`config.mk`:
```
export PLATFORM = sky130hd
export DESIGN_NAME = cgt_blend
export DESIGN_NICKNAME = d
export VERILOG_FILES = /design/src/rtl/core/cgt_pkg.sv /design/src/rtl/core/cgt_blend.sv
export SDC_FILE = /design/constraint.sdc
export NUM_CORES = 2
export LEC_CHECK = 0
export ABC_AREA = 1
export BUFFER_PORTS_ARGS = -buffer_cell sky130_fd_sc_hd__buf_4
export CAP_MARGIN = 5
export CELL_PAD_IN_SITES_DETAIL_PLACEMENT = 0
export CELL_PAD_IN_SITES_GLOBAL_PLACEMENT = 1
export CORE_MARGIN = 4
export CORE_UTILIZATION = 40
export CTS_BUF_LIST = sky130_fd_sc_hd__clkbuf_8
export CTS_CLUSTER_DIAMETER = 50
export DETAILED_ROUTE_END_ITERATION = 8
export PLACE_DENSITY_LB_ADDON = 0.1
export SLEW_MARGIN = 5
export SYNTH_ARGS = -nofsm -noshare
export SYNTH_HDL_FRONTEND = slang
export SYNTH_SLANG_ARGS = --single-unit
```
`constraint.sdc`:
```
create_clock -name i_clk -period 11.03 [get_ports i_clk]
set_input_delay 2.206 -clock i_clk [delete_from_list [all_inputs] [get_ports i_clk]]
set_output_delay 2.206 -clock i_clk [all_outputs]
set_load 0.02 [all_outputs]
```
`src/rtl/core/cgt_pkg.sv`:
```
// cgt_pkg: types, constants and step functions of the sky texel pipeline.
// No dependencies; used by every module of the block.
`default_nettype none
package cgt_pkg;

    localparam int COLOR_FRAC_BITS = 16;
    localparam logic [16:0] ONE_Q  = 17'(1 << COLOR_FRAC_BITS);
    localparam logic [16:0] HALF_Q = 17'(1 << (COLOR_FRAC_BITS - 1));

    // configuration register indexes
    localparam logic [2:0] CFG_FACE_SIZE    = 3'd0;
    localparam logic [2:0] CFG_TOP_RED      = 3'd1;
    localparam logic [2:0] CFG_TOP_GREEN    = 3'd2;
    localparam logic [2:0] CFG_TOP_BLUE     = 3'd3;
    localparam logic [2:0] CFG_BOTTOM_RED   = 3'd4;
    localparam logic [2:0] CFG_BOTTOM_GREEN = 3'd5;
    localparam logic [2:0] CFG_BOTTOM_BLUE  = 3'd6;

    localparam logic [12:0] RST_FACE_SIZE    = 13'd256;
    localparam logic [16:0] RST_TOP_RED      = 17'd32768;
    localparam logic [16:0] RST_TOP_GREEN    = 17'd45875;
    localparam logic [16:0] RST_TOP_BLUE     = 17'd65536;
    localparam logic [16:0] RST_BOTTOM_RED   = 17'd58982;
    localparam logic [16:0] RST_BOTTOM_GREEN = 17'd58982;
    localparam logic [16:0] RST_BOTTOM_BLUE  = 17'd52429;

    // face codes
    localparam logic [2:0] FACE_POS_Y = 3'd2;
    localparam logic [2:0] FACE_NEG_Y = 3'd3;
    localparam logic [2:0] FACE_LAST  = 3'd5;

    localparam int DIV_STAGES  = 33;
    localparam int SQRT_STAGES = 17;

    typedef struct packed {
        logic [2:0]  face;
        logic [11:0] column;
        logic [11:0] row;
    } t_texel;

    typedef struct packed {
        logic [7:0] red;
        logic [7:0] green;
        logic [7:0] blue;
        logic [7:0] alpha;
    } t_pixel;

    typedef struct packed {
        logic [16:0] red;
        logic [16:0] green;
        logic [16:0] blue;
    } t_color;

    // per-texel flags that ride along the pipeline
    typedef struct packed {
        logic up;   // face code above five: straight up
        logic neg;  // numerator of dir_y is negative
    } t_tag;

    typedef struct packed {
        logic [27:0] rem;
        logic        bit_q;
    } t_div_step;

    typedef struct packed {
        logic [18:0] rem;
        logic [16:0] root;
    } t_sqrt_step;

    // one bit of restoring division, remainder kept below den
    function automatic t_div_step div_step(input logic [27:0] rem, input logic [27:0] den);
        logic [28:0] dbl;
        logic [28:0] dif;
        t_div_step   s;
        dbl     = {rem, 1'b0};
        dif     = dbl - {1'b0, den};
        s.bit_q = (dbl >= {1'b0, den});
        s.rem   = s.bit_q ? dif[27:0] : dbl[27:0];
        return s;
    endfunction

    // one digit of the integer square root
    function automatic t_sqrt_step sqrt_step(input logic [18:0] rem, input logic [16:0] root,
                                             input logic [1:0] pair);
        logic [20:0] cur;
        logic [20:0] trial;
        logic [20:0] dif;
        t_sqrt_step  s;
        cur   = {rem, pair};
        trial = {2'b00, root, 2'b01};
        dif   = cur - trial;
        if (cur >= trial) begin
            s.rem  = dif[18:0];
            s.root = {root[15:0], 1'b1};
        end else begin
            s.rem  = cur[18:0];
            s.root = {root[15:0], 1'b0};
        end
        return s;
    endfunction

endpackage
`default_nettype wire

```
`src/rtl/core/cgt_blend.sv`:
```
// cgt_blend: turns the root into the weight t and blends bottom to top colour into bytes.
// Depends on cgt_pkg. Three register stages; the last is the output register.
`default_nettype none
module cgt_blend (
    input  wire logic            i_clk,
    input  wire logic            i_rst_n,
    input  wire logic            i_adv,
    input  wire logic            i_valid,
    input  wire logic [16:0]     i_root,
    input  wire logic            i_exact,
    input  wire cgt_pkg::t_tag   i_tag,
    input  wire cgt_pkg::t_color i_top,
    input  wire cgt_pkg::t_color i_bottom,
    output logic                 o_valid,
    output cgt_pkg::t_pixel      o_pixel
);
    // weight
    logic [16:0] n_t;
    logic [17:0] n_k;
    always_comb begin
        n_k = {1'b0, i_root} + {17'd0, ~i_exact};   // ceiling of the real root
        if (i_tag.up) begin
            n_t = cgt_pkg::ONE_Q;
        end else if (i_tag.neg) begin
            n_t = cgt_pkg::HALF_Q - n_k[17:1] - {16'd0, n_k[0]};
        end else begin
            n_t = cgt_pkg::HALF_Q + {1'b0, i_root[16:1]};
        end
    end

    logic        r_v1, r_v2, r_v3;
    logic [16:0] r_t;
    logic [33:0] r_pb [3];
    logic [33:0] r_pt [3];
    cgt_pkg::t_pixel r_pixel;

    logic [16:0] w_top [3];
    logic [16:0] w_bot [3];
    assign w_top[0] = i_top.red;
    assign w_top[1] = i_top.green;
    assign w_top[2] = i_top.blue;
    assign w_bot[0] = i_bottom.red;
    assign w_bot[1] = i_bottom.green;
    assign w_bot[2] = i_bottom.blue;

    logic [16:0] w_omt;
    assign w_omt = cgt_pkg::ONE_Q - r_t;

    logic [7:0] n_byte [3];
    for (genvar c = 0; c < 3; c++) begin : g_chan
        logic [34:0] w_sum;
        logic [42:0] w_scl;
        assign w_sum = {1'b0, r_pb[c]} + {1'b0, r_pt[c]};
        assign w_scl = {w_sum, 8'd0} - {8'd0, w_sum};
        assign n_byte[c] = (w_scl[42:40] != 3'd0) ? 8'hFF : w_scl[39:32];

        always_ff @(posedge i_clk) begin
            if (i_adv) begin
                r_pb[c] <= w_bot[c] * w_omt;
                r_pt[c] <= w_top[c] * r_t;
            end
        end
    end

    always_ff @(posedge i_clk) begin
        if (!i_rst_n) begin
            r_v1 <= 1'b0;
            r_v2 <= 1'b0;
            r_v3 <= 1'b0;
        end else if (i_adv) begin
            r_v1 <= i_valid;
            r_v2 <= r_v1;
            r_v3 <= r_v2;
        end
    end

    always_ff @(posedge i_clk) begin
        if (i_adv) begin
            r_t           <= n_t;
            r_pixel.red   <= n_byte[0];
            r_pixel.green <= n_byte[1];
            r_pixel.blue  <= n_byte[2];
            r_pixel.alpha <= 8'hFF;
        end
    end

    assign o_valid = r_v3;
    assign o_pixel = r_pixel;
endmodule
`default_nettype wire

```
==> impl_metrics.py <==
metrics = {
    "run_status": {
        "status": "completed",
    },
    "synth": {
        "ys_seq_elements": 248,
        "yosys_warnings": 0,
        "synth_area_mm2": 0.07722,
        "synthArstFlopShare": 0,
        "synth_edf_count": 245,
        "synth_cells": 10040,
        "synth_cell_types": 52,
        "ys.flop_type": "edfxtp_1",
        "syn_avg_cell_area_um2": 7.693,
        "synthTopCellsByArea": "fa_1 (35%), ha_1 (14%), inv_1 (12%)",
        "synth_top_cell_area_share": 0.3492,
        "seq_area_frac_synth": 0.09605,
        "yosys.area.top_type": "fa_1",
    },
    "detailed_routing": {
        "route.detailed.drc": 0,
        "via_per_inst": 4.972,
        "drt_iter0_markers": 3210,
        "wl_per_cell_um": 19.34,
        "wl_mm": 242.4,
        "drt_first_pass_iters": 5,
        "drt.antenna.violating_nets": 0,
        "vias": 62320,
    },
    "clocking": {
        "worstSkewPairLatency_ns": 0.72,
        "ctsHtreeMaxLevel": 2,
        "cts_setup_buffers": 0,
        "cts.sinks": 248,
        "cts.repair.resized": 0,
        "cts_buffers": 53,
        "cts_tree": "yes",
        "holdBufCountCts": 0,
        "path_clk_slew_ns": 0.07,
        "clockBufferDepth": 3,
        "cts-root-buf": "clkbuf_8",
    },
    "sta": {
        "rsz0062_at_grt": "no",
        "slew_viol_final": 0,
        "skew_ns": 0.04141,
        "period_share": 0.7624,
        "finalHoldViolations": 0,
        "fmax_mhz": 118.9,
        "period_minus_slack_ns": 8.409,
        "finalSetupViolations": 0,
        "finalSetupTns_ns": 0,
        "slew_headroom": 0.1957,
        "setup_slack_ns": 2.621,
        "worst-slew-pin-transition_ns": 1.204,
    },
    "critical_path": {
        "worstPathRequired_ns": 11.48,
        "cp.arrival_ns": 8.86,
        "max_stage_delay_ns": 0.52,
        "r2r_start": "r_t[1]",
        "crit_start": "r_t[1]",
        "worstSetupStartpointType": "flip-flop",
        "critPathKind": "flip-flop to flip-flop",
        "slowest_stage": "fa_1",
        "crit_fanout": 52,
        "crit_path_end_kind": "flip-flop",
    },
    "placement": {
        "hpwlAfterDp_mm": 199.6,
        "gp_congestion": 0.8770,
        "pre_cts_ws_ns": 2.633,
        "dpl-instance-area_mm2": 0.08060,
        "io_buffer_count": 150,
    },
    "min_path": {
        "hold_start": "r_v1",
        "hold_class": "flip-flop to flip-flop",
    },
    "run": {
        "cap_violations": 0,
    },
    "die": {
        "coreArea_mm2": 0.1922,
        "die_area_mm2": 0.2001,
        "num_io_pins": 159,
        "die_y_um": 447.4,
        "start_util": 0.4018,
        "num_rows": 161,
        "die_w_um": 447.4,
    },
    "finish": {
        "fin_nets": 12280,
        "fillers": 20140,
        "area_delta_synth_final_pct": 5.968,
        "final_cell_mix": "inv_1 (2,529), nand2_1 (2,506), fa_1 (1,347), ha_1 (850), nor2_1 (715)",
        "final_common_cell": "inv_1",
        "final_area_mm2": 0.08183,
        "drive_gt1_frac": 0.03390,
    },
    "global_route": {
        "gr-usage-all-layers": 0.2467,
        "grt_overflow_total": 0,
        "antenna_found_initial": 9,
        "grt_pass1_wl_mm": 381.6,
        "grt_pass1_vias": 66670,
        "grt_max_degree": 104,
    },
}
## cells in the mapped netlist (53+ instances only)
| cell type | instances |
|---|---|
| a21oi_1 | 399 |
| clkbuf_1 | 299 |
| edfxtp_1 | 245 |
| fa_1 | 1347 |
| ha_1 | 851 |
| inv_1 | 2522 |
| nand2_1 | 2506 |
| nand3_1 | 186 |
| nand4_1 | 67 |
| nor2_1 | 715 |
| nor3_1 | 53 |
| o21ai_0 | 211 |
| xnor2_1 | 93 |
| xor2_1 | 187 |
## routing by layer
layer	up-vias	GRT usage	part of all wire
li1	29710	-	-
met4	2	0.06607	0.030
met1	31110	0.3143	0.42
met3	260	0.02293	0.040
met5	-	0	0.000058
met2	1238	0.4467	0.51
## critical path, delay by kind of cell (launching register included)
| kind | cells | cell delay (ns) |
|---|---|---|
| xor+xnor | 1 | 0.06 |
| simple gates | 16 | 2.38 |
| flops | 1 | 0.38 |
| compound gates | 3 | 0.65 |
| buf+inv | 6 | 1.35 |
| fa+ha+maj | 7 | 3.29 |
## kinds of logic (layout without fill, tap and decap cells)
group	after synthesis	count (layout)	synth area share
AO/OA/AOI/OAI	811	811	0.05935
XOR/XNOR	280	280	0.03176
adder cells (fa/ha/maj)	2198	2198	0.4871
buffers and inverters	2898	2854	0.1417
flip-flops	248	248	0.09605
other	1	16	0.00004856
AND/OR/NAND/NOR	3601	3601	0.1839
## flip-flops by register name (all words and copies together) (netlist names)
| name | count |
|---|---|
| r_t | 17 |
| r_pt | 102 |
| r_v1 | 1 |
| r_v2 | 1 |
| r_pb | 102 |
| o_pixel | 24 |
| o_valid | 1 |
## worst paths after layout
path / endpoint / slack (ns) / cells after the start
setup / recovery: r_pb[0][30] / 2.62 / 33
setup reg to reg: r_pb[0][30] / 2.62 / 33
hold / removal: r_v2 / 0.49 / 2
hold reg to reg: r_v2 / 0.49 / 2
## layout make-up
cell class / instances / area (um^2) / share of cell area
clock inverter: 45 / 459.2 / 0.005612
inverter: 2547 / 9560 / 0.1168
multi-input combinational: 6898 / 58890 / 0.7196
antenna: 8 / 20.02 / 0.0002447
clock buffer: 54 / 743.2 / 0.009083
timing repair buffer: 208 / 1582 / 0.01933
tap: 2526 / 3161 / 0.03862
sequential: 248 / 7417 / 0.09064
## per-stage QoR
stage	hold slack [ns]	util	std cells
2_1_floorplan	0.4495	-	10040
3_3_place_gp	0.4586	0.4194	12430
3_5_place_dp	0.4791	0.4194	12430
4_1_cts	0.4948	0.4257	12530
5_1_grt	0.5424	0.4258	12530
6_report	0.4894	0.4258	12530
Power is not shown: default switching activity piles up to over one toggle a cycle in this logic, so the estimate is an artifact.
