<file path="config.mk">
export PLATFORM = sky130hd
export DESIGN_NAME = cgt_div
export DESIGN_NICKNAME = d
export VERILOG_FILES = /design/src/rtl/core/cgt_pkg.sv /design/src/rtl/core/cgt_div.sv
export SDC_FILE = /design/constraint.sdc
export NUM_CORES = 2
export LEC_CHECK = 0
export BUFFER_PORTS_ARGS = -buffer_cell sky130_fd_sc_hd__buf_2
export CAP_MARGIN = 20
export CORE_UTILIZATION = 55
export CTS_BUF_LIST = sky130_fd_sc_hd__clkbuf_4 sky130_fd_sc_hd__clkbuf_8
export DETAILED_ROUTE_END_ITERATION = 16
export HOLD_SLACK_MARGIN = 0.03
export PLACE_DENSITY = 0.71
export SYNTH_ARGS = -nofsm -noshare
export SYNTH_HDL_FRONTEND = slang
export SYNTH_SLANG_ARGS = --single-unit
</file>
<file path="constraint.sdc">
create_clock -name i_clk -period 3.7 [get_ports i_clk]
set_clock_uncertainty 0.05 [all_clocks]
set_input_delay 1.11 -clock i_clk [delete_from_list [all_inputs] [get_ports i_clk]]
set_output_delay 1.11 -clock i_clk [all_outputs]
set_load 0.01 [all_outputs]
</file>
<file path="src/rtl/core/cgt_pkg.sv">
// cgt_pkg: types, constants and step functions of the sky texel pipeline.
// No dependencies; used by every module of the block.
`default_nettype none
package cgt_pkg;

    localparam int COLOR_FRAC_BITS = 16;
    localparam logic [16:0] ONE_Q  = 17'(1 << COLOR_FRAC_BITS);
    localparam logic [16:0] HALF_Q = 17'(1 << (COLOR_FRAC_BITS - 1));

    // configuration register indexes
    localparam logic [2:0] CFG_FACE_SIZE    = 3'd0;
    localparam logic [2:0] CFG_TOP_RED      = 3'd1;
    localparam logic [2:0] CFG_TOP_GREEN    = 3'd2;
    localparam logic [2:0] CFG_TOP_BLUE     = 3'd3;
    localparam logic [2:0] CFG_BOTTOM_RED   = 3'd4;
    localparam logic [2:0] CFG_BOTTOM_GREEN = 3'd5;
    localparam logic [2:0] CFG_BOTTOM_BLUE  = 3'd6;

    localparam logic [12:0] RST_FACE_SIZE    = 13'd256;
    localparam logic [16:0] RST_TOP_RED      = 17'd32768;
    localparam logic [16:0] RST_TOP_GREEN    = 17'd45875;
    localparam logic [16:0] RST_TOP_BLUE     = 17'd65536;
    localparam logic [16:0] RST_BOTTOM_RED   = 17'd58982;
    localparam logic [16:0] RST_BOTTOM_GREEN = 17'd58982;
    localparam logic [16:0] RST_BOTTOM_BLUE  = 17'd52429;

    // face codes
    localparam logic [2:0] FACE_POS_Y = 3'd2;
    localparam logic [2:0] FACE_NEG_Y = 3'd3;
    localparam logic [2:0] FACE_LAST  = 3'd5;

    localparam int DIV_STAGES  = 33;
    localparam int SQRT_STAGES = 17;

    typedef struct packed {
        logic [2:0]  face;
        logic [11:0] column;
        logic [11:0] row;
    } t_texel;

    typedef struct packed {
        logic [7:0] red;
        logic [7:0] green;
        logic [7:0] blue;
        logic [7:0] alpha;
    } t_pixel;

    typedef struct packed {
        logic [16:0] red;
        logic [16:0] green;
        logic [16:0] blue;
    } t_color;

    // per-texel flags that ride along the pipeline
    typedef struct packed {
        logic up;   // face code above five: straight up
        logic neg;  // numerator of dir_y is negative
    } t_tag;

    typedef struct packed {
        logic [27:0] rem;
        logic        bit_q;
    } t_div_step;

    typedef struct packed {
        logic [18:0] rem;
        logic [16:0] root;
    } t_sqrt_step;

    // one bit of restoring division, remainder kept below den
    function automatic t_div_step div_step(input logic [27:0] rem, input logic [27:0] den);
        logic [28:0] dbl;
        logic [28:0] dif;
        t_div_step   s;
        dbl     = {rem, 1'b0};
        dif     = dbl - {1'b0, den};
        s.bit_q = (dbl >= {1'b0, den});
        s.rem   = s.bit_q ? dif[27:0] : dbl[27:0];
        return s;
    endfunction

    // one digit of the integer square root
    function automatic t_sqrt_step sqrt_step(input logic [18:0] rem, input logic [16:0] root,
                                             input logic [1:0] pair);
        logic [20:0] cur;
        logic [20:0] trial;
        logic [20:0] dif;
        t_sqrt_step  s;
        cur   = {rem, pair};
        trial = {2'b00, root, 2'b01};
        dif   = cur - trial;
        if (cur >= trial) begin
            s.rem  = dif[18:0];
            s.root = {root[15:0], 1'b1};
        end else begin
            s.rem  = cur[18:0];
            s.root = {root[15:0], 1'b0};
        end
        return s;
    endfunction

endpackage
`default_nettype wire

</file>
<file path="src/rtl/core/cgt_div.sv">
// cgt_div: pipelined restoring divider, floor(num * 2^32 / den), one quotient bit a stage.
// Depends on cgt_pkg.
`default_nettype none
module cgt_div (
    input  wire logic          i_clk,
    input  wire logic          i_rst_n,
    input  wire logic          i_adv,
    input  wire logic          i_valid,
    input  wire logic [25:0]   i_num,
    input  wire logic [27:0]   i_den,
    input  wire cgt_pkg::t_tag i_tag,
    output logic               o_valid,
    output logic [32:0]        o_quot,
    output logic               o_zero,
    output cgt_pkg::t_tag      o_tag
);
    localparam int N = cgt_pkg::DIV_STAGES;

    logic          r_v    [N];
    logic [27:0]   r_rem  [N];
    logic [32:0]   r_q    [N];
    logic [27:0]   r_den  [N];
    cgt_pkg::t_tag r_tag  [N];

    // integer part is 0 or 1 since num never exceeds den
    logic        n_q0;
    logic [27:0] n_rem0;
    assign n_q0   = ({2'b00, i_num} >= i_den);
    assign n_rem0 = n_q0 ? ({2'b00, i_num} - i_den) : {2'b00, i_num};

    always_ff @(posedge i_clk) begin
        if (!i_rst_n) begin
            r_v[0] <= 1'b0;
        end else if (i_adv) begin
            r_v[0] <= i_valid;
        end
    end

    always_ff @(posedge i_clk) begin
        if (i_adv) begin
            r_rem[0] <= n_rem0;
            r_q[0]   <= {32'd0, n_q0};
            r_den[0] <= i_den;
            r_tag[0] <= i_tag;
        end
    end

    for (genvar k = 1; k < N; k++) begin : g_stage
        cgt_pkg::t_div_step n_step;
        always_comb n_step = cgt_pkg::div_step(r_rem[k-1], r_den[k-1]);

        always_ff @(posedge i_clk) begin
            if (!i_rst_n) begin
                r_v[k] <= 1'b0;
            end else if (i_adv) begin
                r_v[k] <= r_v[k-1];
            end
        end

        always_ff @(posedge i_clk) begin
            if (i_adv) begin
                r_rem[k] <= n_step.rem;
                r_q[k]   <= {r_q[k-1][31:0], n_step.bit_q};
                r_den[k] <= r_den[k-1];
                r_tag[k] <= r_tag[k-1];
            end
        end
    end

    assign o_valid = r_v[N-1];
    assign o_quot  = r_q[N-1];
    assign o_zero  = (r_rem[N-1] == 28'd0);
    assign o_tag   = r_tag[N-1];
endmodule
`default_nettype wire

</file>
==> impl_results.md <==
* Result of the run: completed
* Number of nets in the final layout at 13200
* Type of origin of the critical path: flip-flop
* Final setup fails at 0
* Main synth FF type: edfxtp_1
* Clock Power Share at 0.189
* Detailed Route Iter0 Violations at 6938
* Post-synth top area share at 0.562
* # Max-Cap Violations at 0
* Kind of capture point of the worst setup path: flip-flop
* Count of placed standard cells in the final layout, fillers left out at 15700
* Worst flop-to-flop path startpoint: r_den[0][542]
* Fraction of registers with async set or reset after synthesis at 0
* Overflow left after global routing at 0
* Data required time of the critical path at 4490 ps
* Internal cell power at between 80 and 90 mW
* Area growth from synthesis to layout at 12.3%
* Beginning of the critical path: r_den[0][542]
* Aggregate global-route resource usage at 0.248
* Share of final-layout standard cells stronger than drive strength 1 at 0.117
* RSZ-0062 raised after global routing: true
* CTS max path bufs at 4
* Via count of the first global-routing pass at 88500
* Worst setup path end: r_rem[20][26]
* Switch share at 0.378
* Worst path arrival time at 4460 ps
* Ranking of synthesized cells by area: edfxtp_1, ha_1, a21oi_1
* Sequential fraction of design power at 0.352
* Antenna-violating nets left at 0
* IO Port Bufs at 96
* Filler cell count at 18700
* Critical-path cell list: inv_1, ha_2, a21o_1, a21oi_2, nand2_1, o31a_1, a311o_2, a221o_1, a21oi_4, o31ai_4, buf_4, buf_4, o21ai_0, o21ai_1
* Library cell with the largest summed area after synthesis: edfxtp_1
* Pre-Repair DR Iteration Count at 6
* Comb pwr share at 0.458
* Overall die area at approximately 240000 um^2
* Total number of clock tree sinks at around 2500
* Synth Cell Area at about 130000 um^2
* Effective utilization at floorplan at 0.555
* Pre-CTS setup slack at -434 ps
* Register-to-register setup slack at 30 ps
* Clock network latency to the later pin of the worst-skew pair at roughly 1100 ps
* Area of placed instances at roughly 140000 um^2
* Placed instance count at between 10000 and 15000
* Final routed DRC violation total at 0
* Final number of hold-violating endpoints at 0
* Routed Wire Length at 308000 um
* Num ports at between 90 and 100
* Max VDD drop at 0.418 mV
* Number of different library cells in the post-synthesis netlist at 101
* Portion of the post-synthesis area used by sequential elements at 0.562
* Fin worst setup slack at between 20 and 30 ps
* Syn_area_per_cell at between 10 and 15 um^2
* Instance count of the mapped netlist at approximately 12000
* Detail-routed net length per standard cell at 19.6 um
* Cell types with the highest counts after synthesis: edfxtp_1, inv_1, nand2_1
* CP Class: flip-flop to flip-flop
* Final max-slew violation count at 0
* Clock tree from TritonCTS: yes
* Worst-path clk slew at roughly 60 ps
* Final cell area excluding filler cells at 149000 um^2
* Maximum net fanout on the critical path at 6
* Post-Syn Nets at between 10000 and 15000
* Routability cong. at approximately 0.94
* Die Y-Extent at ~500 um
* Number of enable-type register cells in the synthesized netlist at 2479
* Post-detailed-route via-to-cell ratio at 5.73
* Worst stage delay on the critical path at between 400 and 500 ps
* First-pass GRT wire length at around 480000 um
* Reg2Reg Capture Point: r_rem[20][26]
* Via Count at between 90000 and 100k
* Master cell of the clock root buffer: clkbuf_8
* Number of H-tree branching levels at 5
* Maximum clock frequency at roughly 270 MHz
* Post-detail-place hpwl at about 230000 um
* Most Frequent Cell on Critical Path: buf_4
* Slowest stage cell on the critical path: a311o_2
* Antenna violations before repair at 4
* Flops & latches, synth at about 2500
* Slew at the pin closest to its max-slew limit at about 800 ps
* Most frequent cell after synthesis: edfxtp_1
* Largest net degree at the start of global routing at roughly 140
* Class of the worst hold path: input port to flip-flop
* Final TNS setup at 0 ps
* Reported net switching power at between 40 and 50 mW
* Power density cells at between 800 and 900 nW/um^2
* Depth of the most critical reg-to-reg path at 14
* Core region area at about 240000 um^2
* Rows at between 150 and 200
* Share of the clock period used by the worst path at 0.992
* Leakage Power at 61.4 nW
* Share of the core filled with cells in the final layout at 0.623
* Synth warn at 0
* Slew headroom at 0.482
* Overall die width at a little under 500 um
* Min Clock Period, post-route at approximately 3700 ps
* Number of clock buffers inserted by TritonCTS at 420
[power by group through the flow]
stage / clock, mW / combinational [mW] / sequential, mW
final: 24.6 / 59.5 / 45.8
after global routing: 26.4 / 65.9 / 46.3
after CTS: 25.3 / 58.3 / 45.8
after detailed placement: 0 / 57.9 / 46.3
after global placement: 0 / 56.8 / 46.3
after floorplan: 0 / 42.7 / 43.7
[critical path, delay by kind of cell (launching register included)]
kind / cells / cell delay [ps]
fa+ha+maj: 1 / 310
flops: 1 / 400
buf+inv: 3 / 400
compound gates: 9 / 2190
simple gates: 1 / 70
[layout by cell type, fill, tap and decap left out, drive strengths merged, types with 75 or more instances in the layout]
| cell type | n |
|---|---|
| nand2b | 142 |
| a21oi | 920 |
| buf | 531 |
| mux2 | 166 |
| nor3 | 148 |
| xnor2 | 403 |
| nand3 | 150 |
| edfxtp | 2479 |
| nand2 | 932 |
| o21ai | 837 |
| clkinv | 170 |
| xor2 | 338 |
| and3 | 125 |
| ha | 922 |
| nor2b | 127 |
| a31oi | 90 |
| nand4 | 134 |
| inv | 1185 |
| o21a | 123 |
| o31ai | 100 |
| o21bai | 91 |
| a21o | 426 |
| nor2 | 639 |
| clkbuf | 521 |
| a211oi | 75 |
[state kept, by name, summed over array words and instances, names as in the netlist]
name   cells
r_rem    924
r_tag     66
r_v       33
r_q      561
r_den    896
[worst min path at each step]
stage,from,to,slack [ps],depth (start not counted)
finish,i_den[25],r_den[0][25],180,1
global route,i_den[25],r_den[0][25],80,1
CTS,i_den[25],r_den[0][25],60,1
detailed placement,r_q[0][973],r_q[0][1007],350,0
global placement,r_q[0][764],r_q[0][798],350,0
floorplan,r_q[0][966],r_q[0][1000],350,0
[timing repair]
action | 4_1_cts | 5_1_grt
hold buffers | 1 | 0
endpoints found under the setup margin | 4 | 275
resized for setup | 4 | 69
cloned | 0 | 2
pin swaps | 0 | 29
buffers inserted | 0 | 33
hold endpoints to repair | 1 | 0
[cells by family (layout without fill, tap and decap cells)]
logic type      count (synthesis)  in the layout  share of synthesized area
compound gates               3088           3090                      0.146
simple gates                 2643           2643                     0.0940
flops                        2480           2480                      0.562
buf+inv                      1456           2454                     0.0426
fa+ha+maj                     955            955                     0.0920
xor+xnor                      741            741                     0.0490
mux                           178            178                     0.0150
other cells                     0              7                          0
[per-layer routing]
| layer | track usage | wire length [um] |
|---|---|---|
| met5 | 0 | 0 |
| met4 | 0.0767 | 8660 |
| met3 | 0.0322 | 14200 |
| met2 | 0.428 | 153000 |
| met1 | 0.325 | 132000 |
[stage by stage]
step / total power, mW / hold slack [ps]
5_1_grt: 139 / 80.5
2_1_floorplan: 86.4 / 350
3_5_place_dp: 104 / 355
6_report: 130 / 177
3_3_place_gp: 103 / 350
4_1_cts: 129 / 60.6
[final cells by class]
class | count | area (um^2) | share of cell area
diodes | 7 | 17.5 | 0.000118
well taps | 3167 | 3960 | 0.0266
multi-input cells | 7607 | 53100 | 0.357
inverters | 1184 | 4440 | 0.0299
repair buffers | 532 | 4580 | 0.0308
flip-flops and latches | 2480 | 74500 | 0.500
clock buffers | 521 | 6560 | 0.0441
clock inverters | 217 | 1730 | 0.0117
Note: power is estimated with default switching activity, not from simulation.
