===== src/rtl/core/cgt_pkg.sv =====
// cgt_pkg: types, constants and step functions of the sky texel pipeline.
// No dependencies; used by every module of the block.
`default_nettype none
package cgt_pkg;

    localparam int COLOR_FRAC_BITS = 16;
    localparam logic [16:0] ONE_Q  = 17'(1 << COLOR_FRAC_BITS);
    localparam logic [16:0] HALF_Q = 17'(1 << (COLOR_FRAC_BITS - 1));

    // configuration register indexes
    localparam logic [2:0] CFG_FACE_SIZE    = 3'd0;
    localparam logic [2:0] CFG_TOP_RED      = 3'd1;
    localparam logic [2:0] CFG_TOP_GREEN    = 3'd2;
    localparam logic [2:0] CFG_TOP_BLUE     = 3'd3;
    localparam logic [2:0] CFG_BOTTOM_RED   = 3'd4;
    localparam logic [2:0] CFG_BOTTOM_GREEN = 3'd5;
    localparam logic [2:0] CFG_BOTTOM_BLUE  = 3'd6;

    localparam logic [12:0] RST_FACE_SIZE    = 13'd256;
    localparam logic [16:0] RST_TOP_RED      = 17'd32768;
    localparam logic [16:0] RST_TOP_GREEN    = 17'd45875;
    localparam logic [16:0] RST_TOP_BLUE     = 17'd65536;
    localparam logic [16:0] RST_BOTTOM_RED   = 17'd58982;
    localparam logic [16:0] RST_BOTTOM_GREEN = 17'd58982;
    localparam logic [16:0] RST_BOTTOM_BLUE  = 17'd52429;

    // face codes
    localparam logic [2:0] FACE_POS_Y = 3'd2;
    localparam logic [2:0] FACE_NEG_Y = 3'd3;
    localparam logic [2:0] FACE_LAST  = 3'd5;

    localparam int DIV_STAGES  = 33;
    localparam int SQRT_STAGES = 17;

    typedef struct packed {
        logic [2:0]  face;
        logic [11:0] column;
        logic [11:0] row;
    } t_texel;

    typedef struct packed {
        logic [7:0] red;
        logic [7:0] green;
        logic [7:0] blue;
        logic [7:0] alpha;
    } t_pixel;

    typedef struct packed {
        logic [16:0] red;
        logic [16:0] green;
        logic [16:0] blue;
    } t_color;

    // per-texel flags that ride along the pipeline
    typedef struct packed {
        logic up;   // face code above five: straight up
        logic neg;  // numerator of dir_y is negative
    } t_tag;

    typedef struct packed {
        logic [27:0] rem;
        logic        bit_q;
    } t_div_step;

    typedef struct packed {
        logic [18:0] rem;
        logic [16:0] root;
    } t_sqrt_step;

    // one bit of restoring division, remainder kept below den
    function automatic t_div_step div_step(input logic [27:0] rem, input logic [27:0] den);
        logic [28:0] dbl;
        logic [28:0] dif;
        t_div_step   s;
        dbl     = {rem, 1'b0};
        dif     = dbl - {1'b0, den};
        s.bit_q = (dbl >= {1'b0, den});
        s.rem   = s.bit_q ? dif[27:0] : dbl[27:0];
        return s;
    endfunction

    // one digit of the integer square root
    function automatic t_sqrt_step sqrt_step(input logic [18:0] rem, input logic [16:0] root,
                                             input logic [1:0] pair);
        logic [20:0] cur;
        logic [20:0] trial;
        logic [20:0] dif;
        t_sqrt_step  s;
        cur   = {rem, pair};
        trial = {2'b00, root, 2'b01};
        dif   = cur - trial;
        if (cur >= trial) begin
            s.rem  = dif[18:0];
            s.root = {root[15:0], 1'b1};
        end else begin
            s.rem  = cur[18:0];
            s.root = {root[15:0], 1'b0};
        end
        return s;
    endfunction

endpackage
`default_nettype wire


===== src/rtl/core/cgt_sqrt.sv =====
// cgt_sqrt: pipelined integer square root of a 33-bit value, one root bit a stage.
// Depends on cgt_pkg.
`default_nettype none
module cgt_sqrt (
    input  wire logic          i_clk,
    input  wire logic          i_rst_n,
    input  wire logic          i_adv,
    input  wire logic          i_valid,
    input  wire logic [32:0]   i_rad,
    input  wire logic          i_zero,
    input  wire cgt_pkg::t_tag i_tag,
    output logic               o_valid,
    output logic [16:0]        o_root,
    output logic               o_exact,
    output cgt_pkg::t_tag      o_tag
);
    localparam int N = cgt_pkg::SQRT_STAGES;

    logic          r_v    [N];
    logic [18:0]   r_rem  [N];
    logic [16:0]   r_root [N];
    logic [33:0]   r_rad  [N];
    logic          r_zero [N];
    cgt_pkg::t_tag r_tag  [N];

    cgt_pkg::t_sqrt_step n_step0;
    always_comb n_step0 = cgt_pkg::sqrt_step(19'd0, 17'd0, {1'b0, i_rad[32]});

    always_ff @(posedge i_clk) begin
        if (!i_rst_n) begin
            r_v[0] <= 1'b0;
        end else if (i_adv) begin
            r_v[0] <= i_valid;
        end
    end

    always_ff @(posedge i_clk) begin
        if (i_adv) begin
            r_rem[0]  <= n_step0.rem;
            r_root[0] <= n_step0.root;
            r_rad[0]  <= {1'b0, i_rad};
            r_zero[0] <= i_zero;
            r_tag[0]  <= i_tag;
        end
    end

    for (genvar k = 1; k < N; k++) begin : g_stage
        cgt_pkg::t_sqrt_step n_step;
        always_comb n_step = cgt_pkg::sqrt_step(r_rem[k-1], r_root[k-1],
                                                r_rad[k-1][2*(N-1-k)+1 -: 2]);

        always_ff @(posedge i_clk) begin
            if (!i_rst_n) begin
                r_v[k] <= 1'b0;
            end else if (i_adv) begin
                r_v[k] <= r_v[k-1];
            end
        end

        always_ff @(posedge i_clk) begin
            if (i_adv) begin
                r_rem[k]  <= n_step.rem;
                r_root[k] <= n_step.root;
                r_rad[k]  <= r_rad[k-1];
                r_zero[k] <= r_zero[k-1];
                r_tag[k]  <= r_tag[k-1];
            end
        end
    end

    assign o_valid = r_v[N-1];
    assign o_root  = r_root[N-1];
    assign o_exact = r_zero[N-1] && (r_rem[N-1] == 19'd0);
    assign o_tag   = r_tag[N-1];
endmodule
`default_nettype wire


===== config.mk =====
export PLATFORM = sky130hd
export DESIGN_NAME = cgt_sqrt
export DESIGN_NICKNAME = d
export VERILOG_FILES = /design/src/rtl/core/cgt_pkg.sv /design/src/rtl/core/cgt_sqrt.sv
export SDC_FILE = /design/constraint.sdc
export NUM_CORES = 1
export LEC_CHECK = 0
export ABC_AREA = 1
export BUFFER_PORTS_ARGS = -buffer_cell sky130_fd_sc_hd__buf_4
export CELL_PAD_IN_SITES_DETAIL_PLACEMENT = 1
export CELL_PAD_IN_SITES_GLOBAL_PLACEMENT = 1
export CORE_MARGIN = 1
export CORE_UTILIZATION = 40
export DETAILED_ROUTE_END_ITERATION = 16
export GPL_TIMING_DRIVEN = 0
export PLACE_DENSITY = 0.74
export SETUP_SLACK_MARGIN = 0.4
export SLEW_MARGIN = 20
export SYNTH_ARGS = -nofsm -noshare
export SYNTH_HDL_FRONTEND = slang
export SYNTH_SLANG_ARGS = --single-unit

===== constraint.sdc =====
create_clock -name i_clk -period 2.6 [get_ports i_clk]
set_input_delay 0.13 -clock i_clk [delete_from_list [all_inputs] [get_ports i_clk]]
set_output_delay 0.13 -clock i_clk [all_outputs]
set_load 0.03 [all_outputs]

==> run summary <==
The run gives 102400 um^2 as the area of the die. The internal power is 26.41 mW. Setup repair after global routing could not meet its margin everywhere.

Startpoint type of the worst setup path: a flop. Entering global routing, the biggest net connects 106 pins. The average cell area after synthesis is 9.581 um^2.

The worst slack on hold paths was 0.02479 ns; the placeable core area was 100100 um^2. The share of synthesized cell area in full adder, half adder and majority cells is 0.05322, and the area growth from synthesis to final layout is 23.91%. The post-synthesis register bit count is 790, and the post-synthesis cell type count is 51. The synthesized design contains 789 enable-type register cells.

The routed wire length per instance is 17.83 um, and the post-route antenna net violation count is 0. Input and output buffers added on the ports amount to 60. The clock network power share is 0.343.

The count of pins over their slew limit is 0. The max-slew headroom at the worst pin is 0.5498. Compound-cell area share of the yosys netlist: 0.04369.

The H-tree was split into 3 levels. The clock reaches the later pin of the worst-skew pair after 0.68 ns. For this run, the detailed router's first-pass iteration total came to 5.

The share of cell area taken by muxes after synthesis was 0. The number of top-level design ports came out at 61. The critical path in this run is classified as flop to flop. The max-capacitance violation count is 0, and the sequential fraction of the synthesis area is 0.5864. The worst path needs 2.254 ns of the cycle, external delays included. The routed design has 106.9 mm of wire.

Of all nets on the critical path, the largest fanout is 6. The tree is rooted in a sky130_fd_sc_hd__clkbuf_16. The first-iteration detailed-routing DRC count was 1639; the largest voltage drop on the vdd net was 0.0005657 V. The run gives 0.213 as the power share of the combinational group. For the pin with the worst max-slew slack, the measured transition is 0.6736 ns.

Synthesis produced a netlist with a net count of 4433. Dividing total power by cell area gives a power density of 745.9 nW/um^2. The worst hold-check path type is input port to flop.

The wire-length estimate of the detail-placed layout is 73.65 mm. In this run the deepest clock path goes through 3 buffers. The number of vias per cell was 4.989.

The xor and xnor fraction of the mapped netlist area was 0.02794. Of all cell types, the one taking the most synthesized area is sky130_fd_sc_hd__edfxtp_1. For the starting density of the core, the log shows 0.4038.

Counting every instance in the synthesized netlist gives 4221. Before CTS, the worst setup slack after placement is -0.06719 ns. For the global routing usage summed across all routing layers, the log shows 0.1974. Routability-driven placement finished with a final weighted congestion of 0.8499. The run finished with clean final reports. STA puts the critical path data required time at 3.03 ns.

After synthesis the cells add up to 40440 um^2. The final setup slack of the worst path is 0.3460 ns. The tools report the sequential fraction of design power as 0.444.

The ratio of cells with drive above 1 in the final layout came out at 0.1895. The dominant combinational cell family by area after synthesis is simple AND/OR/NAND/NOR gates. TritonCTS built the clock tree.

The first global-routing pass estimated 160.2 mm of wire. The tools report the final hold violation count as 0. The startpoint identified for the worst hold timing path is i_adv. Summing over every cut layer, the via total after detailed routing is 29910. The top achievable clock speed was 443.6 MHz. The net switching fraction of the power came out at 0.2934. Predominant post-synthesis flop cell: sky130_fd_sc_hd__edfxtp_1.

The top cell types in the final layout, fill and taps aside, are 1254 x sky130_fd_sc_hd__nand2_1, 789 x sky130_fd_sc_hd__edfxtp_1, 609 x sky130_fd_sc_hd__inv_1. In this run the power spent charging and discharging nets is 10.97 mW. The die extent in y was 320.0 um.

The tools report the startpoint of the lowest-slack register-to-register path as r_rad[0][474]$_DFFE_PP_. Row generation in the floorplan step produced 116 rows. Share of flip-flops with an asynchronous set or reset: 0. The part of the cycle the worst path needs is 0.8669. The fraction of post-synthesis cell area in the top cell type by area was 0.5859. TritonCTS sink count: 790.

The number of remaining DRC errors came out at 0. The most critical setup path has its startpoint at r_rad[0][474]$_DFFE_PP_. The simple logic cell fraction of the synthesized area works out to 0.2187.

For the total number of nets in the final design, the log shows 4838. Yosys attributes the largest share of cell area to sky130_fd_sc_hd__edfxtp_1 59%, sky130_fd_sc_hd__nand2_1 12%, sky130_fd_sc_hd__inv_1 6.1%. Clock-pin slew was measured on the worst setup and hold paths at 0.07 ns.

The via count of the first global-routing pass was 30340. For the number of antenna violations at the first check in global routing, the log shows 2. The arrival time reported for the critical path endpoint came out at 2.68 ns. The repair_antennas step left the layout with diodes totalling 0.

Clock skew on the completed layout was measured at 0.04130 ns. The die outline width came out at 320.0 um. The worst setup path is captured at a flop.

The logs give 21.43 nW for the static leakage power and 0 for the total congestion overflow. The library cell used most frequently in the layout, excluding fill and tap cells, is sky130_fd_sc_hd__nand2_1. Setup violations remaining at the end of the flow were counted as 0. The number of clock buffers added by TritonCTS is 89.

The run gives 0 as the yosys synthesis warning count.
==> state kept, by name (all words and copies together), names as in the netlist <==
register / flops
r_rem: 297
r_rad: 287
r_root: 138
r_tag: 34
r_v: 17
r_zero: 17
==> cell families after synthesis <==
group	after synthesis
AND/OR/NAND/NOR	2106
flip-flops	790
XOR/XNOR	129
adder cells (fa/ha/maj)	172
buffers and inverters	705
other	1
AO/OA/AOI/OAI	318
==> synth_stat cells (10+ instances only) <==
cell type,instances
sky130_fd_sc_hd__nand4_1,42
sky130_fd_sc_hd__inv_1,656
sky130_fd_sc_hd__nand3b_1,35
sky130_fd_sc_hd__nand3_1,227
sky130_fd_sc_hd__o21bai_1,10
sky130_fd_sc_hd__xnor2_1,35
sky130_fd_sc_hd__o21ai_0,84
sky130_fd_sc_hd__nor2_1,347
sky130_fd_sc_hd__or2_2,14
sky130_fd_sc_hd__a21oi_1,152
sky130_fd_sc_hd__xor2_1,94
sky130_fd_sc_hd__nand2_1,1327
sky130_fd_sc_hd__nand2_2,19
sky130_fd_sc_hd__ha_1,172
sky130_fd_sc_hd__buf_4,15
sky130_fd_sc_hd__inv_2,13
sky130_fd_sc_hd__a21oi_2,12
sky130_fd_sc_hd__o21ai_1,36
sky130_fd_sc_hd__nor2_2,14
sky130_fd_sc_hd__edfxtp_1,789
sky130_fd_sc_hd__buf_6,14
sky130_fd_sc_hd__nor3_1,33
==> layer usage <==
| metal | wire [um] | GRT usage | part of all wire |
|---|---|---|---|
| met1 | 44650 | 0.2418 | 0.42 |
| met2 | 55110 | 0.3539 | 0.52 |
| met3 | 3937 | 0.02881 | 0.037 |
| met4 | 3157 | 0.06645 | 0.030 |
| met5 | 9 | 0 | 0.000084 |
==> power groups by stage <==
stage | Combinational [mW] | Clock, mW | Sequential, mW
finish | 7.96 | 12.8 | 16.6
global route | 8.81 | 13.6 | 16.7
CTS | 6.87 | 13.1 | 16.5
detailed placement | 6.31 | 0 | 16.7
global placement | 6.07 | 0 | 16.8
floorplan | 4.47 | 0 | 16.3
==> metrics by stage <==
| step | utilization | power (mW) | instance area (um^2) | std cells | TNS [ns] |
|---|---|---|---|---|---|
| 4_1_cts | 0.4738 | 36.51 | 47450 | 5847 | 0 |
| 6_report | 0.5004 | 37.38 | 50110 | 5994 | 0 |
| 3_3_place_gp | 0.4245 | 22.90 | 42510 | 5579 | -4040.29 |
| 3_5_place_dp | 0.4268 | 23.03 | 42740 | 5587 | -1.066 |
| 2_1_floorplan | - | 20.80 | 40440 | 4221 | 0 |
| 5_1_grt | 0.5004 | 39.12 | 50110 | 5994 | 0 |
==> repair_timing <==
item,CTS,global route
setup endpoints to repair,225,269
cloned,1,11
resized for setup,141,319
endpoints found under the hold margin,101,0
pin swaps,19,95
hold buffers,40,0
buffers inserted,58,136
==> area by class of cell <==
| type | count | area [um^2] |
|---|---|---|
| multi-input cells | 2727 | 16080 |
| clock buffers | 100 | 2311 |
| fillers | 11050 | 50040 |
| clock inverters | 61 | 658.1 |
| repair buffers | 312 | 2790 |
| inverters | 671 | 2545 |
| flip-flops and latches | 790 | 23710 |
| well taps | 1298 | 1624 |
| plain buffers | 34 | 384.1 |
| repair inverters | 1 | 7.507 |
==> final timing paths <==
check	to	slack [ns]	cells after the start
min	r_rad[0][18]$_DFFE_PP_	0.02	2
max	r_rem[0][269]$_DFFE_PP_	0.35	13
max reg2reg	r_rem[0][269]$_DFFE_PP_	0.35	13
min reg2reg	r_rad[0][445]$_DFFE_PP_	0.40	0
==> critical path, cell delays in order, from the launching register on <==
cell	delay, ns
sky130_fd_sc_hd__edfxtp_1	0.50
sky130_fd_sc_hd__inv_2	0.13
sky130_fd_sc_hd__ha_4	0.22
sky130_fd_sc_hd__buf_4	0.14
sky130_fd_sc_hd__inv_1	0.08
sky130_fd_sc_hd__o21ai_2	0.08
sky130_fd_sc_hd__nor2_1	0.13
sky130_fd_sc_hd__nand2_1	0.09
sky130_fd_sc_hd__inv_2	0.07
sky130_fd_sc_hd__nand2_4	0.08
sky130_fd_sc_hd__buf_8	0.16
sky130_fd_sc_hd__clkbuf_16	0.16
sky130_fd_sc_hd__nand2_1	0.08
sky130_fd_sc_hd__nand2_1	0.07
(Power assumes the default switching activity.)
